**config.mk**
```make
export PLATFORM = sky130hd
export DESIGN_NAME = mecanum_odometry_integrator_top
export DESIGN_NICKNAME = d
export VERILOG_FILES = /design/src/hdl/moi_pkg.sv /design/src/hdl/moi_mul.sv /design/src/hdl/moi_div.sv /design/src/hdl/moi_cordic.sv /design/src/hdl/mecanum_odometry_integrator_top.sv
export SDC_FILE = /design/constraint.sdc
export NUM_CORES = 2
export LEC_CHECK = 0
export BUFFER_PORTS_ARGS = -buffer_cell sky130_fd_sc_hd__buf_4
export CORE_MARGIN = 2
export CORE_UTILIZATION = 40
export CTS_CLUSTER_SIZE = 20
export DETAILED_ROUTE_END_ITERATION = 16
export PLACE_DENSITY = 0.59
export SETUP_SLACK_MARGIN = 0.5
export SLEW_MARGIN = 20
export SYNTH_ARGS = -nofsm -noshare
export SYNTH_HDL_FRONTEND = slang
export SYNTH_SLANG_ARGS = --single-unit
```
**constraint.sdc**
```tcl
create_clock -name aclk -period 8.2 [get_ports aclk]
set_input_delay 1.64 -clock aclk [delete_from_list [all_inputs] [get_ports aclk]]
set_output_delay 1.64 -clock aclk [all_outputs]
set_load 0.01 [all_outputs]
```
**src/hdl/moi_pkg.sv**
```systemverilog
// shared constants and tables for the mecanum odometry integrator
`default_nettype none
package moi_pkg;
    localparam int TICK_WIDTH_DEF = 16;
    localparam int POS_WIDTH_DEF  = 40;
    localparam int DPT_W          = 24;
    localparam logic [DPT_W-1:0] DPT_RESET = 24'd167772;
    localparam int HEAD_W         = 17;
    localparam int FULL_TURN      = 36000;
    localparam int TURN_W         = $clog2(FULL_TURN);
    localparam int ANG_W          = 32;
    localparam int TRIG_W         = 34;
    localparam int CORDIC_STEPS   = 24;
    localparam int STEP_IW        = $clog2(CORDIC_STEPS);
    localparam int CORDIC_GAIN    = 652032874;
    localparam int FRAC_SHIFT     = 30;
    localparam int ROUND_SHIFT    = 10;
    localparam int ROUND_BIAS     = 512;
    localparam int APB_AW         = 3;
    localparam int APB_DW         = 32;
    localparam logic REG_DPT      = 1'b0;

    // arctangent of 2^-i in binary angle units, one turn is 2^32
    function automatic logic signed [TRIG_W-1:0] moi_atan(input logic [STEP_IW-1:0] i);
        logic signed [TRIG_W-1:0] r;
        case (i)
            0:  r = TRIG_W'(536870912);
            1:  r = TRIG_W'(316933406);
            2:  r = TRIG_W'(167458907);
            3:  r = TRIG_W'(85004756);
            4:  r = TRIG_W'(42667331);
            5:  r = TRIG_W'(21354465);
            6:  r = TRIG_W'(10679838);
            7:  r = TRIG_W'(5340245);
            8:  r = TRIG_W'(2670163);
            9:  r = TRIG_W'(1335087);
            10: r = TRIG_W'(667544);
            11: r = TRIG_W'(333772);
            12: r = TRIG_W'(166886);
            13: r = TRIG_W'(83443);
            14: r = TRIG_W'(41722);
            15: r = TRIG_W'(20861);
            16: r = TRIG_W'(10430);
            17: r = TRIG_W'(5215);
            18: r = TRIG_W'(2608);
            19: r = TRIG_W'(1304);
            20: r = TRIG_W'(652);
            21: r = TRIG_W'(326);
            22: r = TRIG_W'(163);
            23: r = TRIG_W'(81);
            default: r = '0;
        endcase
        return r;
    endfunction
endpackage
`default_nettype wire

```
**src/hdl/moi_mul.sv**
```systemverilog
// bit-serial signed shift-add multiplier, one multiplier bit per cycle
`default_nettype none
module moi_mul #(
    parameter int AW = 18,
    parameter int BW = 25
) (
    input  wire                      aclk,
    input  wire                      aresetn,
    input  wire                      start,
    input  wire signed [AW-1:0]      a,
    input  wire        [BW-1:0]      b,
    output logic                     done,
    output logic signed [AW+BW-1:0]  product
);
    localparam int CW = $clog2(BW);

    logic signed [AW-1:0] a_reg;
    logic [BW-1:0]        b_reg;
    logic signed [AW:0]   hi_reg;
    logic [BW-1:0]        lo_reg;
    logic [CW-1:0]        cnt_reg;
    logic                 busy_reg;
    logic                 done_reg;

    logic                 last;
    logic signed [AW+1:0] addend;
    logic signed [AW+1:0] sum_next;
    logic [AW+BW:0]       full;

    // the sign bit of b carries negative weight
    assign last     = (cnt_reg == CW'(BW-1));
    assign addend   = !b_reg[0] ? '0 : (last ? -(AW+2)'(a_reg) : (AW+2)'(a_reg));
    assign sum_next = (AW+2)'(hi_reg) + addend;
    assign full     = {hi_reg, lo_reg};
    assign product  = signed'(full[AW+BW-1:0]);
    assign done     = done_reg;

    always_ff @(posedge aclk) begin
        if (!aresetn) begin
            busy_reg <= 1'b0;
            done_reg <= 1'b0;
            cnt_reg  <= '0;
        end else begin
            done_reg <= 1'b0;
            if (start) begin
                a_reg    <= a;
                b_reg    <= b;
                hi_reg   <= '0;
                lo_reg   <= '0;
                cnt_reg  <= '0;
                busy_reg <= 1'b1;
            end else if (busy_reg) begin
                hi_reg  <= sum_next[AW+1:1];
                lo_reg  <= {sum_next[0], lo_reg[BW-1:1]};
                b_reg   <= b_reg >> 1;
                cnt_reg <= cnt_reg + CW'(1);
                if (last) begin
                    busy_reg <= 1'b0;
                    done_reg <= 1'b1;
                end
            end
        end
    end
endmodule
`default_nettype wire

```
**src/hdl/moi_div.sv**
```systemverilog
// restoring divider: binary angle = m * 2^32 / 36000, one quotient bit per cycle
`default_nettype none
module moi_div import moi_pkg::*; (
    input  wire               aclk,
    input  wire               aresetn,
    input  wire               start,
    input  wire  [TURN_W-1:0] m,
    output logic              done,
    output logic [ANG_W-1:0]  bam
);
    localparam int CW = $clog2(ANG_W);

    logic [TURN_W-1:0] r_reg;
    logic [ANG_W-1:0]  q_reg;
    logic [CW-1:0]     cnt_reg;
    logic              busy_reg;
    logic              done_reg;

    logic [TURN_W:0]   r2;
    logic              ge;
    logic [TURN_W:0]   r_sub;

    assign r2    = {r_reg, 1'b0};
    assign ge    = (r2 >= (TURN_W+1)'(FULL_TURN));
    assign r_sub = r2 - (TURN_W+1)'(FULL_TURN);
    assign done  = done_reg;
    assign bam   = q_reg;

    always_ff @(posedge aclk) begin
        if (!aresetn) begin
            busy_reg <= 1'b0;
            done_reg <= 1'b0;
            cnt_reg  <= '0;
        end else begin
            done_reg <= 1'b0;
            if (start) begin
                r_reg    <= m;
                q_reg    <= '0;
                cnt_reg  <= '0;
                busy_reg <= 1'b1;
            end else if (busy_reg) begin
                r_reg   <= ge ? r_sub[TURN_W-1:0] : r2[TURN_W-1:0];
                q_reg   <= {q_reg[ANG_W-2:0], ge};
                cnt_reg <= cnt_reg + CW'(1);
                if (cnt_reg == CW'(ANG_W-1)) begin
                    busy_reg <= 1'b0;
                    done_reg <= 1'b1;
                end
            end
        end
    end
endmodule
`default_nettype wire

```
**src/hdl/moi_cordic.sv**
```systemverilog
// iterative rotation-mode cordic, one micro-rotation per cycle
`default_nettype none
module moi_cordic import moi_pkg::*; (
    input  wire                      aclk,
    input  wire                      aresetn,
    input  wire                      start,
    input  wire  [ANG_W-1:0]         bam,
    output logic                     done,
    output logic signed [TRIG_W-1:0] cos_out,
    output logic signed [TRIG_W-1:0] sin_out
);
    logic signed [TRIG_W-1:0] x_reg, y_reg, z_reg;
    logic [STEP_IW-1:0]       i_reg;
    logic                     flip_reg;
    logic                     busy_reg;
    logic                     done_reg;

    logic signed [TRIG_W-1:0] xs, ys, atan_i, x_next, y_next, z_next;
    logic                     flip_in;
    logic                     last;

    // second and third quadrant fold by half a turn
    assign flip_in = bam[ANG_W-1] ^ bam[ANG_W-2];
    assign xs      = x_reg >>> i_reg;
    assign ys      = y_reg >>> i_reg;
    assign atan_i  = moi_atan(i_reg);
    assign last    = (i_reg == STEP_IW'(CORDIC_STEPS-1));
    assign done    = done_reg;
    assign cos_out = x_reg;
    assign sin_out = y_reg;

    always_comb begin
        if (!z_reg[TRIG_W-1]) begin
            x_next = x_reg - ys;
            y_next = y_reg + xs;
            z_next = z_reg - atan_i;
        end else begin
            x_next = x_reg + ys;
            y_next = y_reg - xs;
            z_next = z_reg + atan_i;
        end
    end

    always_ff @(posedge aclk) begin
        if (!aresetn) begin
            busy_reg <= 1'b0;
            done_reg <= 1'b0;
            i_reg    <= '0;
        end else begin
            done_reg <= 1'b0;
            if (start) begin
                x_reg    <= TRIG_W'(CORDIC_GAIN);
                y_reg    <= '0;
                z_reg    <= TRIG_W'(signed'({bam[ANG_W-1] ^ flip_in, bam[ANG_W-2:0]}));
                flip_reg <= flip_in;
                i_reg    <= '0;
                busy_reg <= 1'b1;
            end else if (busy_reg) begin
                z_reg <= z_next;
                i_reg <= i_reg + STEP_IW'(1);
                if (last) begin
                    x_reg    <= flip_reg ? -x_next : x_next;
                    y_reg    <= flip_reg ? -y_next : y_next;
                    busy_reg <= 1'b0;
                    done_reg <= 1'b1;
                end else begin
                    x_reg <= x_next;
                    y_reg <= y_next;
                end
            end
        end
    end
endmodule
`default_nettype wire

```
**src/hdl/mecanum_odometry_integrator_top.sv**
```systemverilog
// top level of the mecanum wheel odometry integrator with gyro heading
//
//  channel  | direction | beat contents (low bits first)
//  s_       | in        | tuser: opcode; tdata: fl, fr, rl, rr ticks, heading
//  m_       | out       | tdata: x_position, y_position, saturated
//  apb      | cfg       | register 0 at byte 0: distance_per_tick
//
// an integrate beat passes through heading wrap, the bit-serial angle divider
// (wheel scaling runs beside it), the 24 cordic micro-rotations, the four
// serial multiplier lanes and a last step to round, sum and clip into the
// output register
// a clear beat goes straight to the sum step; the input reopens as soon as a
// result is registered, so one beat is worked on at a time
// a finished result waits in the output register while the next beat enters;
// a result still waiting there holds the next beat in the sum step
// aresetn is synchronous; it zeroes the position and reloads the register
`default_nettype none
module mecanum_odometry_integrator_top import moi_pkg::*; #(
    parameter int TICK_WIDTH = TICK_WIDTH_DEF,
    parameter int POS_WIDTH  = POS_WIDTH_DEF,
    localparam int IN_DW  = ((4*TICK_WIDTH + HEAD_W + 7) / 8) * 8,
    localparam int OUT_DW = ((2*POS_WIDTH + 1 + 7) / 8) * 8
) (
    input  wire                aclk,
    input  wire                aresetn,
    input  wire                s_tvalid,
    output logic               s_tready,
    input  wire  [IN_DW-1:0]   s_tdata,   // fl, fr, rl, rr ticks, heading_centideg
    input  wire  [0:0]         s_tuser,   // opcode
    output logic               m_tvalid,
    input  wire                m_tready,
    output logic [OUT_DW-1:0]  m_tdata,   // x_position, y_position, saturated
    input  wire                psel,
    input  wire                penable,
    input  wire                pwrite,
    input  wire  [APB_AW-1:0]  paddr,
    input  wire  [APB_DW-1:0]  pwdata,
    output logic [APB_DW-1:0]  prdata,
    output logic               pready
);
    localparam int SUM_W  = TICK_WIDTH + 2;
    localparam int SCL_BW = DPT_W + 1;
    localparam int FW     = SUM_W + SCL_BW;
    localparam int PW     = FW + TRIG_W;
    localparam int PRW    = PW - FRAC_SHIFT;
    localparam int DXW    = PRW + 1;
    localparam int SW     = ((POS_WIDTH > DXW) ? POS_WIDTH : DXW) + 1;
    localparam int HM_W   = HEAD_W + 1;
    localparam int T      = TICK_WIDTH;

    localparam logic signed [SW-1:0] POS_MAX = SW'({1'b0, {(POS_WIDTH-1){1'b1}}});
    localparam logic signed [SW-1:0] POS_MIN = ~POS_MAX;

    typedef enum logic [5:0] {
        ST_IDLE   = 6'b000001,
        ST_WRAP   = 6'b000010,
        ST_PREP   = 6'b000100,
        ST_CORDIC = 6'b001000,
        ST_MUL    = 6'b010000,
        ST_SUM    = 6'b100000
    } state_t;

    state_t state_reg, state_next;

    logic                        op_reg;
    logic signed [SUM_W-1:0]     fsum_reg, ssum_reg;
    logic signed [HM_W-1:0]      hm_reg;
    logic [DPT_W-1:0]            dpt_reg;
    logic signed [POS_WIDTH-1:0] gx_reg, gy_reg;
    logic                        scl_ok_reg;
    logic                        m_tvalid_reg;
    logic [OUT_DW-1:0]           m_tdata_reg;

    // input beat unpack
    logic signed [T-1:0]      fl, fr, rl, rr;
    logic signed [HEAD_W-1:0] hd;
    logic signed [SUM_W-1:0]  fsum_in, ssum_in;
    logic                     s_acc;

    assign fl      = signed'(s_tdata[T-1:0]);
    assign fr      = signed'(s_tdata[2*T-1:T]);
    assign rl      = signed'(s_tdata[3*T-1:2*T]);
    assign rr      = signed'(s_tdata[4*T-1:3*T]);
    assign hd      = signed'(s_tdata[4*T+HEAD_W-1:4*T]);
    assign fsum_in = SUM_W'(fl) + SUM_W'(fr) + SUM_W'(rl) + SUM_W'(rr);
    assign ssum_in = SUM_W'(fr) + SUM_W'(rl) - SUM_W'(fl) - SUM_W'(rr);
    assign s_tready = (state_reg == ST_IDLE);
    assign s_acc    = s_tvalid && s_tready;

    // heading wrap into one turn
    logic hm_neg, hm_big, wrap_ok;
    assign hm_neg  = hm_reg[HM_W-1];
    assign hm_big  = !hm_neg && (hm_reg >= HM_W'(FULL_TURN));
    assign wrap_ok = !hm_neg && !hm_big;

    // sequencing strobes into the serial units
    logic div_start, cordic_start, mul_start;
    logic div_done, cordic_done;
    logic [1:0] scl_done;
    logic [3:0] mul_done;
    logic [ANG_W-1:0] bam;
    logic signed [TRIG_W-1:0] cos_v, sin_v;
    logic signed [FW-1:0] fwd, strafe;
    logic [3:0][PW-1:0] prod;

    assign div_start    = (state_reg == ST_WRAP) && wrap_ok;
    assign cordic_start = (state_reg == ST_PREP) && div_done && scl_ok_reg;
    assign mul_start    = (state_reg == ST_CORDIC) && cordic_done;

    moi_div u_div (
        .aclk    (aclk),
        .aresetn (aresetn),
        .start   (div_start),
        .m       (hm_reg[TURN_W-1:0]),
        .done    (div_done),
        .bam     (bam)
    );

    // wheel sums scaled by distance per tick, units of 2^-26 inch
    moi_mul #(.AW(SUM_W), .BW(SCL_BW)) u_scl_fwd (
        .aclk    (aclk),
        .aresetn (aresetn),
        .start   (div_start),
        .a       (fsum_reg),
        .b       ({1'b0, dpt_reg}),
        .done    (scl_done[0]),
        .product (fwd)
    );

    moi_mul #(.AW(SUM_W), .BW(SCL_BW)) u_scl_str (
        .aclk    (aclk),
        .aresetn (aresetn),
        .start   (div_start),
        .a       (ssum_reg),
        .b       ({1'b0, dpt_reg}),
        .done    (scl_done[1]),
        .product (strafe)
    );

    moi_cordic u_cordic (
        .aclk    (aclk),
        .aresetn (aresetn),
        .start   (cordic_start),
        .bam     (bam),
        .done    (cordic_done),
        .cos_out (cos_v),
        .sin_out (sin_v)
    );

    // rotation lanes: fwd*cos, str*sin, fwd*sin, str*cos
    moi_mul #(.AW(FW), .BW(TRIG_W)) u_mul_fc (
        .aclk (aclk), .aresetn (aresetn), .start (mul_start),
        .a (fwd), .b (cos_v), .done (mul_done[0]), .product (prod[0])
    );
    moi_mul #(.AW(FW), .BW(TRIG_W)) u_mul_ss (
        .aclk (aclk), .aresetn (aresetn), .start (mul_start),
        .a (strafe), .b (sin_v), .done (mul_done[1]), .product (prod[1])
    );
    moi_mul #(.AW(FW), .BW(TRIG_W)) u_mul_fs (
        .aclk (aclk), .aresetn (aresetn), .start (mul_start),
        .a (fwd), .b (sin_v), .done (mul_done[2]), .product (prod[2])
    );
    moi_mul #(.AW(FW), .BW(TRIG_W)) u_mul_sc (
        .aclk (aclk), .aresetn (aresetn), .start (mul_start),
        .a (strafe), .b (cos_v), .done (mul_done[3]), .product (prod[3])
    );

    // floor of each product by 2^30, then round to q.16 and clip
    logic signed [DXW-1:0]       dx, dy, dxr, dyr;
    logic signed [SW-1:0]        sx, sy;
    logic signed [POS_WIDTH-1:0] nx, ny;
    logic                        clip_x, clip_y, sat_new;
    logic                        out_free;

    assign dx  = DXW'(signed'(prod[0][PW-1:FRAC_SHIFT]))
               - DXW'(signed'(prod[1][PW-1:FRAC_SHIFT]));
    assign dy  = DXW'(signed'(prod[2][PW-1:FRAC_SHIFT]))
               + DXW'(signed'(prod[3][PW-1:FRAC_SHIFT]));
    assign dxr = (dx + DXW'(ROUND_BIAS)) >>> ROUND_SHIFT;
    assign dyr = (dy + DXW'(ROUND_BIAS)) >>> ROUND_SHIFT;
    assign sx  = SW'(gx_reg) + SW'(dxr);
    assign sy  = SW'(gy_reg) + SW'(dyr);

    always_comb begin
        clip_x = 1'b0;
        clip_y = 1'b0;
        if (op_reg) begin
            nx = '0;
            ny = '0;
        end else begin
            if (sx > POS_MAX) begin
                nx     = POS_MAX[POS_WIDTH-1:0];
                clip_x = 1'b1;
            end else if (sx < POS_MIN) begin
                nx     = POS_MIN[POS_WIDTH-1:0];
                clip_x = 1'b1;
            end else begin
                nx = sx[POS_WIDTH-1:0];
            end
            if (sy > POS_MAX) begin
                ny     = POS_MAX[POS_WIDTH-1:0];
                clip_y = 1'b1;
            end else if (sy < POS_MIN) begin
                ny     = POS_MIN[POS_WIDTH-1:0];
                clip_y = 1'b1;
            end else begin
                ny = sy[POS_WIDTH-1:0];
            end
        end
    end

    assign sat_new  = clip_x || clip_y;
    assign out_free = !m_tvalid_reg || m_tready;

    // sequencer
    always_comb begin
        state_next = state_reg;
        case (state_reg)
            ST_IDLE: begin
                if (s_acc) begin
                    state_next = s_tuser[0] ? ST_SUM : ST_WRAP;
                end
            end
            ST_WRAP: begin
                if (wrap_ok) begin
                    state_next = ST_PREP;
                end
            end
            ST_PREP: begin
                if (cordic_start) begin
                    state_next = ST_CORDIC;
                end
            end
            ST_CORDIC: begin
                if (cordic_done) begin
                    state_next = ST_MUL;
                end
            end
            ST_MUL: begin
                if (&mul_done) begin
                    state_next = ST_SUM;
                end
            end
            ST_SUM: begin
                if (out_free) begin
                    state_next = ST_IDLE;
                end
            end
            default: state_next = ST_IDLE;
        endcase
    end

    always_ff @(posedge aclk) begin
        if (!aresetn) begin
            state_reg    <= ST_IDLE;
            gx_reg       <= '0;
            gy_reg       <= '0;
            dpt_reg      <= DPT_RESET;
            scl_ok_reg   <= 1'b0;
            m_tvalid_reg <= 1'b0;
        end else begin
            state_reg <= state_next;

            // register write on the access phase
            if (psel && penable && pwrite && pready && (paddr[2] == REG_DPT)) begin
                dpt_reg <= pwdata[DPT_W-1:0];
            end

            if (s_acc) begin
                op_reg     <= s_tuser[0];
                fsum_reg   <= fsum_in;
                ssum_reg   <= ssum_in;
                hm_reg     <= HM_W'(hd);
                scl_ok_reg <= 1'b0;
            end

            if (state_reg == ST_WRAP) begin
                if (hm_neg) begin
                    hm_reg <= hm_reg + HM_W'(FULL_TURN);
                end else if (hm_big) begin
                    hm_reg <= hm_reg - HM_W'(FULL_TURN);
                end
            end

            if (&scl_done) begin
                scl_ok_reg <= 1'b1;
            end

            // a new result replaces the one taken in the same cycle
            if ((state_reg == ST_SUM) && out_free) begin
                gx_reg       <= nx;
                gy_reg       <= ny;
                m_tvalid_reg <= 1'b1;
                m_tdata_reg  <= OUT_DW'({sat_new, ny, nx});
            end else if (m_tvalid_reg && m_tready) begin
                m_tvalid_reg <= 1'b0;
            end
        end
    end

    assign m_tvalid = m_tvalid_reg;
    assign m_tdata  = m_tdata_reg;
    assign pready   = 1'b1;
    assign prdata   = (paddr[2] == REG_DPT) ? APB_DW'(dpt_reg) : '0;
endmodule
`default_nettype wire

```
==> summary.md <==
| Metric | Value |
|---|---|
| Largest fanout on the critical path | `15` |
| Ys Warns | `0` |
| H-tree levels | `4` |
| Global route total overflow | `0` |
| Post-Place Setup Slack | `0.490 ns` |
| Relative slew slack | `26.6%` |
| Final instance area | `89,600 um2` |
| Vias per inst | `5.61` |
| Area grow syn2layout | `11.4%` |
| Worst-path clk slew | `0.06 ns` |
| Placer Congestion | `0.932` |
| RSZ-0062 raised after global routing | `true` |
| Final setup violation count | `0` |
| Clock sink count | `1,075` |
| Antenna Nets Post-Route | `0` |
| Max-cap viol count | `0` |
| CP Class | `reg2reg` |
| DR iter-0 viols | `4,859` |
| Nets | `9,672` |
| Outcome | `finished clean` |
| Switching power | `0.00318 W` |
| Vias in the first global route | `62,800` |
| Netlist cell types | `102` |
| First-pass GRT wire length | `349 mm` |
| Pint | `0.00993 W` |
| Clk pwr share | `46.1%` |
| Seq/Total Area, Yosys | `37.6%` |
| Leak | `36.6 nW` |
| Routed Wire Length | `222 mm` |
| Post-Synthesis Cells | `8,695` |
| P per Cell Area | `146 nW/um2` |
| DR vias | `65,000` |
| Layout cells sized above 1 | `8.55%` |
| CP required | `8.72 ns` |
| TritonCTS clock tree | `done` |
| Clock Path Buffers | `3` |
| Post-synth EDFFs | `873` |
| Row cnt | `164` |
| Initial Utilization | `40.2%` |
| Post-synth ARST share | `0%` |
| Maximum VDD drop | `169 uV` |
| WL/cell | `19.1 um` |
| Hold buffer count at cts | `0` |
| # IOs | `254` |
| Final Hold Fails | `0` |
| GRT Total Usage | `21.1%` |
| CP Launch Type | `register` |
| Residual DRC count | `0` |
| Full die area | `205,000 um2` |
| Core ar. | `200,000 um2` |
| Tcrit/Tclk final | `89.6%` |
| Fill count | `19,300` |
| Sequential group share of total power | `46.1%` |
| Initial antenna violation count | `3` |
| Net Sw Frac | `24.3%` |
| Die Width | `452 um` |
| Clock root buffer | `clkbuf_16` |
| Drt first pass iters | `6` |
| Worst Hold Class | `reg2reg` |
| Final Max Slew Viols | `0` |
| Synthesized flop and latch total | `1,075` |
| Max Clk Rate | `0.136 GHz` |
| Dpl hpwl | `168 mm` |
| Skew final | `0.0402 ns` |
| Placed cell areas | `84,900 um2` |
| Worst slew pin tran | `1.10 ns` |
| Crit path arrival time | `7.87 ns` |
| Clk_lat worst skew | `0.80 ns` |
| Avg Inst Size Synth | `9.25 um2` |
| IO buf count | `220` |
| Setup TNS | `0 ns` |
| Die Ht | `452 um` |
| CP Capture Type | `register` |
| Part of the power in combinational logic | `7.8%` |
| Largest net degree at the start of global routing | `104` |
| Total clock buffers created by CTS | `132` |
| Hold Slack | `0.412 ns` |
| Main synth FF type | `edfxtp_1` |
| Max reg flops | `81` |
| Setup ws final | `0.852 ns` |
| Post-Syn Area | `80,400 um2` |
| Min Clock Period, post-route | `7.35 ns` |
per-stage QoR:
stage | total power [W] | std cells | utilization (%)
finish | 0.0131 | 11600 | 44.8
global route | 0.0136 | 11600 | 44.8
CTS | 0.0133 | 11600 | 44.7
detailed placement | 0.00718 | 11300 | 42.5
global placement | 0.00716 | 11300 | 42.5
floorplan | 0.00686 | 8709 | -
metal layers:
metal / part of all wire (%) / up-vias / routed length (um) / global-route usage (%)
li1: - / 31700 / - / -
met5: 0.0072 / - / 16 / 0
met1: 46 / 31400 / 102000 / 28.8
met3: 5.1 / 306 / 11400 / 2.72
met4: 2.2 / 2 / 4950 / 5.04
met2: 47 / 1558 / 104000 / 35.2
final timing paths:
check,slack [ns],end,cells after the start,startpoint
setup / recovery,0.85,u_cordic.sin_out[33],21,u_cordic.i_reg[2]
hold / removal,0.41,u_scl_fwd.a_reg[4],0,fsum_reg[4]
setup reg to reg,0.85,u_cordic.sin_out[33],21,u_cordic.i_reg[2]
hold reg to reg,0.41,u_scl_fwd.a_reg[4],0,fsum_reg[4]
cells in the final DEF (no fill, tap or decap), drive strengths merged, types with 125 or more instances in the layout:
cell / Yosys / final
ha: 647 / 647
nand2: 1093 / 1093
nor3: 165 / 165
clkbuf: 292 / 164
dfxtp: 202 / 202
a21o: 260 / 260
edfxtp: 873 / 873
xor2: 291 / 291
o21ai: 473 / 473
nor2b: 133 / 133
a21oi: 627 / 627
nor2: 850 / 850
nand3: 125 / 125
and2: 272 / 272
buf: 72 / 338
inv: 300 / 312
xnor2: 443 / 443
power groups by stage:
stage | sequential (W) | clock (W) | combinational [W]
5_1_grt | 0.00605 | 0.00639 | 0.00115
6_report | 0.00604 | 0.00605 | 0.00102
4_1_cts | 0.00604 | 0.00619 | 0.00103
2_1_floorplan | 0.00612 | 0 | 0.000735
3_3_place_gp | 0.00616 | 0 | 0.00101
3_5_place_dp | 0.00616 | 0 | 0.00103
synthesized netlist by cell type (16+ instances only):
library cell | number | area [um2]
nand2_1 | 1093 | 4100
edfxtp_1 | 873 | 26200
nor2_1 | 850 | 3190
ha_1 | 647 | 8100
a21oi_1 | 627 | 3140
o21ai_0 | 467 | 2340
xnor2_1 | 443 | 3880
inv_1 | 298 | 1120
clkbuf_1 | 292 | 1100
xor2_1 | 291 | 2550
and2_1 | 271 | 1700
a21o_1 | 260 | 1950
dfxtp_1 | 202 | 4040
nor3_1 | 164 | 821
nor2b_1 | 133 | 832
nand3_1 | 125 | 626
or3_1 | 122 | 763
a21boi_0 | 116 | 871
nand2b_1 | 87 | 544
o21a_1 | 84 | 631
mux2i_1 | 80 | 801
and3_1 | 77 | 482
fa_1 | 77 | 1540
mux4_2 | 77 | 1730
a31oi_1 | 76 | 475
a211oi_1 | 66 | 495
nand4_1 | 63 | 394
o21bai_1 | 49 | 368
nor4_1 | 42 | 263
o211ai_1 | 35 | 263
o22ai_1 | 31 | 194
mux2_2 | 28 | 315
o31ai_1 | 28 | 210
a221o_1 | 27 | 270
or2_2 | 24 | 150
buf_4 | 23 | 173
a211o_1 | 22 | 193
buf_1 | 22 | 82.6
nor3b_1 | 22 | 165
buf_2 | 20 | 100
a41oi_1 | 17 | 149
o221ai_1 | 17 | 149
a22oi_1 | 16 | 120
cell type report:
class / instances / area, um2 / share of cell area [%]
flip-flops and latches: 1075 / 30300 / 33.8
multi-input cells: 6969 / 47800 / 53.3
clock buffers: 164 / 3600 / 4.02
repair buffers: 338 / 2640 / 2.95
well taps: 2656 / 3320 / 3.71
inverters: 301 / 1130 / 1.26
diodes: 3 / 7.51 / 0.00838
clock inverters: 79 / 867 / 0.968
cell families (layout without fill, tap and decap cells):
family | count (synthesis) | in the layout | share of synthesized area (%)
muxes | 185 | 185 | 3.54
and+or+nand+nor | 3169 | 3169 | 18.5
adders and majority gates | 728 | 728 | 12.0
buffers and inverters | 665 | 882 | 3.31
AOI/OAI and AO/OA | 2137 | 2137 | 17.0
other | 2 | 19 | 0.00934
xor gates and xnor gates | 734 | 734 | 8.00
DFF | 1075 | 1075 | 37.6
what timing repair did:
action,4_1_cts,5_1_grt
resized for setup,1,24
pin swaps,0,1
setup endpoints to repair,14,148
setup buffers,0,13
worst max-delay path, cell delays in order (launching register included):
cell and delay [ns]:
dfxtp_2 0.65, inv_1 0.12, nor2_1 0.74, a21oi_1 0.27, a22oi_1 0.49, inv_1 0.09
ha_1 0.31, mux2_2 0.30, fa_1 0.42, nand2b_1 0.20, a211o_1 0.29, a21oi_1 0.41
o31ai_1 0.18, xor2_1 0.35, or4b_1 0.55, nor4_1 0.27, buf_4 0.19, nand3_1 0.21
or4b_4 0.63, o31ai_4 0.19, xnor2_1 0.13, nor2_1 0.05
No activity file was read; power rests on OpenSTA's default activity.
